File: config.mk
export PLATFORM = sky130hd
export DESIGN_NAME = lzhc_ram
export DESIGN_NICKNAME = d
export VERILOG_FILES = /design/src/rtl/lzhc_ram.sv
export SDC_FILE = /design/constraint.sdc
export NUM_CORES = 2
export LEC_CHECK = 0
export ABC_AREA = 1
export BUFFER_PORTS_ARGS = -buffer_cell sky130_fd_sc_hd__clkbuf_2
export CORE_UTILIZATION = 40
export DETAILED_ROUTE_END_ITERATION = 10
export HOLD_SLACK_MARGIN = 0.06
export MAX_ROUTING_LAYER = met4
export PLACE_DENSITY_LB_ADDON = 0.12
export SLEW_MARGIN = 20
export SYNTH_ARGS = -nofsm -noshare
export SYNTH_HDL_FRONTEND = slang
export SYNTH_SLANG_ARGS = --single-unit
File: constraint.sdc
create_clock -name clk -period 4.3 [get_ports clk]
set_input_delay 0.215 -clock clk [delete_from_list [all_inputs] [get_ports clk]]
set_output_delay 0.215 -clock clk [all_outputs]
set_load 0.02 [all_outputs]
File: src/rtl/lzhc_ram.sv
// Generic single-port-write, single-read RAM with registered read data.
// No dependencies.
`timescale 1ns / 1ps
`default_nettype none
module lzhc_ram #(
  parameter int Width = 8,
  parameter int Depth = 256
) (
  input  wire logic                     clk,
  input  wire logic                     we,
  input  wire logic [$clog2(Depth)-1:0] waddr,
  input  wire logic [Width-1:0]         wdata,
  input  wire logic [$clog2(Depth)-1:0] raddr,
  output logic [Width-1:0]              rdata
);
  logic [Width-1:0] mem [Depth];
  always_ff @(posedge clk) begin
    if (we) mem[waddr] <= wdata;
    rdata <= mem[raddr];
  end
endmodule
`default_nettype wire

# After elaboration in Yosys (flattened, before gate mapping)
# Memory sizes are Yosys's and may differ from the RTL's. A register that Yosys moved wholly into a read port is not among the register bits.
# Cells that the tools add are included.
[totals]
regBits = 0
mem_bits_rw = 2048
in_bits = 26
out_inout_bits = 8
wordCells = 3
mem_count = 1
[classes]
muxes = 2
[memory_table]
columns = ["name", "words", "word_bits", "rd", "rd_ports_with_merged_regs", "wr", "line", "rtl"]
rows = [
  ["mem", 256, 8, 1, 1, 1, "16", "logic [Width-1:0] mem [Depth];"],
]
[op_table]
columns = ["op", "n"]
rows = [
  ["$mux W1", 2],
]

# Depth between registers and ports, before layout
[logic_depth]
depth_word = 2
ltp_mapped = 15
mapped_depth_nobuf = 11

# Least setup slack after synthesis
# No wires, ideal clock.
[synth_path]
path_type = "input to register"
start = "in we"
end = "mem mem[162][0], enable pin"
setup_ns = 0.370
t_arrival_ns = 1.336
setup_slack_ns = 2.594
stages = 4
path_cell_list = "clkbuf_1 nand3_1 clkbuf_1 nor2_1"
[synth_via]
elab_chain_len = 2
[synth_rtl]
columns = ["element", "line", "rtl"]
rows = [
  ["from (decl)", "10", "input wire logic we,"],
  ["$mux W1", "18", "if (we) mem[waddr] <= wdata;"],
  ["$mux W1 (implied by the code)", "18", ""],
  ["to (decl)", "16", ""],
]
# Every way passes these cells.

==> out/metrics.csv <==
stage;metric;value;unit
clock_network;clock tree from TritonCTS;built;
routing;Vias/cell;5.408;
routing;DRC violation total after the first TritonRoute iteration;5422;
routing;first-pass iteration count of the detailed router;6;
power_and_ir_drop;Max rail drop VDD;0.3340;mV
die;area of the core;207100;µm²
sta;number of endpoints failing setup at the final stage;0;
job;max-cap viol count;0;
clock_network;number of clock buffers inserted by TritonCTS;215;
sta;hold slack final;268.8;ps
synth;Yosys warnings;0;
die;area enclosed by the die boundary;210300;µm²
synth;number of distinct library cells after synthesis;14;
place;buffers added on ports;33;
global_routing;overflow left after global routing;0;
layout;proportion of layout cells with a drive suffix above 1;6.549;%
clock_network;clock-pin slew on the worst setup and hold paths;60;ps
synth;Post-Syn Area per Cell;11.91;µm²
sta;max-slew violation count;0;
worst_setup_path;startpoint of the most critical register-to-register path;mem[55][7];
clock_network;clock root cell;sky130_fd_sc_hd__clkbuf_16;
sta;setup TNS;0;ps
layout;most frequent cells in the layout;2108 x sky130_fd_sc_hd__nand2_1, 2048 x sky130_fd_sc_hd__edfxtp_1, 2019 x sky130_fd_sc_hd__nand3_1;
layout;most common cell after layout, fill and taps aside;sky130_fd_sc_hd__nand2_1;
synth;number of storage elements in the synthesis netlist;2056;
die;die extent in x;458.6;µm
sta;maximum clock rate;380.0;MHz
die;height of the die;458.6;µm
hold_path;source of the worst hold timing path;raddr[3];
sta;clock skew;33.12;ps
synth;gate count of the mapped netlist;7003;
clock_network;buffer depth of the longest clock path;3;
place;DPL Wire Length;139400;µm
run_status;run status;finished clean;
sta;worst-case headroom to the max-slew limit;19.64;%
clock_network;number of H-tree levels;4;
worst_setup_path;crit path max fanout;117;
routing;DRT Wirelength;246400;µm
synth;synthesized netlist net count;7029;
sta;transition time at the pin with the least slew margin;1201;ps
layout;final-stage net count;6937;
sta;number of hold-slack violations in the final timing report;0;
global_routing;wire length of the first global-routing pass;360600;µm
routing;WL/cell;24.91;µm
die;I/O pin total;34;
layout;filler instances;18861;
clock_network;number of resized instances in the post-cts repair step;0;
place;global placement routability congestion;0.8658;
power_and_ir_drop;P per Cell Area;457.9;nW/µm²
clock_network;worst-skew pair later-pin latency;850;ps
sta;final critical-path share of the clock period;61.20;%
global_routing;antenna violations before repair;10;
worst_setup_path;launch point of the critical path;raddr[0];
routing;vias after detailed routing;53492;
layout;relative area change from synthesis to final layout;11.73;%
worst_setup_path;WP data arrival;3320;ps
sta;RSZ-0062 raised after global routing;no;
synth;part of the Yosys area used for sequential elements;73.94;%
worst_setup_path;nature of the critical path endpoint;flop;
global_routing;pin count of the biggest net entering global routing;145;
sta;time the worst path needs with I/O delays and setup;2631;ps
global_routing;vias in the first global route;51358;
synth;total standard cell area after synthesis;83400;µm²
hold_path;worst min-delay path class;in2reg;
worst_setup_path;data required time of the critical path;4990;ps
worst_setup_path;Worst Setup Start Kind;input pin;
clock_network;number of clock sinks seen by CTS;2056;
clock_network;count of buffers added by post-CTS timing repair for setup;0;
power_and_ir_drop;leakage power total;31.91;nW
worst_setup_path;Worst Path Class, Setup;in2reg;
routing;number of DRC violations after detailed routing;0;
die;Initial Util;40.27;%
routing;post-route ant nets;0;
global_routing;combined global-route utilization of all metal layers;23.97;%
die;standard-cell row count;167;
cell type report:
class / count / area (µm²) / share of cell area, %
Clock buffer: 281 / 5692 / 6.108
Timing Repair Buffer: 174 / 1953 / 2.096
Tap cell: 2788 / 3488 / 3.744
Inverter: 39 / 180.2 / 0.1934
Clock inverter: 125 / 1023 / 1.098
Sequential cell: 2056 / 61660 / 66.17
Multi-Input combinational cell: 4425 / 19170 / 20.58
Antenna cell: 4 / 10.01 / 0.01074
sequential cells by signal, summed over array words and instances, names as in the netlist:
name   flops
mem     2048
rdata      8
routing by layer:
metal  vias up  track usage (%)  wire, µm
li1      24710                -         -
met1     26771            33.53    110400
met2      1685            36.70    115400
met3       326            3.012     14050
met4         0            6.933      6532
met5         -                -         0
worst max-delay path, stage by stage:
cell and delay [ps]:
sky130_fd_sc_hd__buf_8 360, sky130_fd_sc_hd__inv_16 210, sky130_fd_sc_hd__buf_12 390, sky130_fd_sc_hd__buf_4 270, sky130_fd_sc_hd__nand2_1 90, sky130_fd_sc_hd__nand3_1 100, sky130_fd_sc_hd__nand3_1 160, sky130_fd_sc_hd__nand3_1 70
sky130_fd_sc_hd__nand3_1 170, sky130_fd_sc_hd__nand3_1 270, sky130_fd_sc_hd__nand3_1 150, sky130_fd_sc_hd__nand2_1 80, sky130_fd_sc_hd__nand2_1 220, sky130_fd_sc_hd__nand2_1 190
cell usage after synthesis, drive strengths merged:
library cell  number  area [µm²]
edfxtp          2048       61500
dfxtp              8       160.2
nand2           2123        7969
nor2             283        1062
inv               39       148.9
clkbuf           112       420.4
buf              371        2032
nand3           2019       10100
logic make-up after synthesis:
| logic type | Yosys count | share of synthesized area (%) |
|---|---|---|
| buffers and inverters | 522 | 3.119 |
| DFF | 2056 | 73.94 |
| and+or+nand+nor | 4425 | 22.95 |
through the flow:
stage               setup slack [ps]  cells  area (µm²)  util, %  total power [mW]
global route                    1742   9889       93170    45.00             43.89
detailed placement             987.8   9473       86360    41.71             25.17
floorplan                       2594   7003       83400        -             23.90
finish                          1669   9892       93180    45.00             42.67
CTS                             1896   9888       93170    44.99             42.96
global placement                1028   9473       86360    41.71             25.16
power by group:
| part | switching [mW] | internal, mW | total, mW |
|---|---|---|---|
| Clock | 7.83 | 10.1 | 17.9 |
| Combinational | 2.00 | 0.611 | 2.61 |
| Sequential | 0.0362 | 22.1 | 22.1 |
| Total | 9.87 | 32.8 | 42.7 |
final timing paths:
check / cells past startpoint / to / slack (ps)
worst max-delay path: 14 / rdata[7] / 1670
worst min register to register: 10 / rdata[4] / 990
worst min-delay path: 8 / rdata[0] / 270
worst max register to register: 10 / rdata[7] / 2230
what timing repair did:
| item | 4_1_cts | 5_1_grt |
|---|---|---|
| hold buffers | 9 | 0 |
| endpoints found under the setup margin | 0 | 0 |
| hold endpoints to repair | 680 | 0 |
Power figures use the tool's default switching activity.
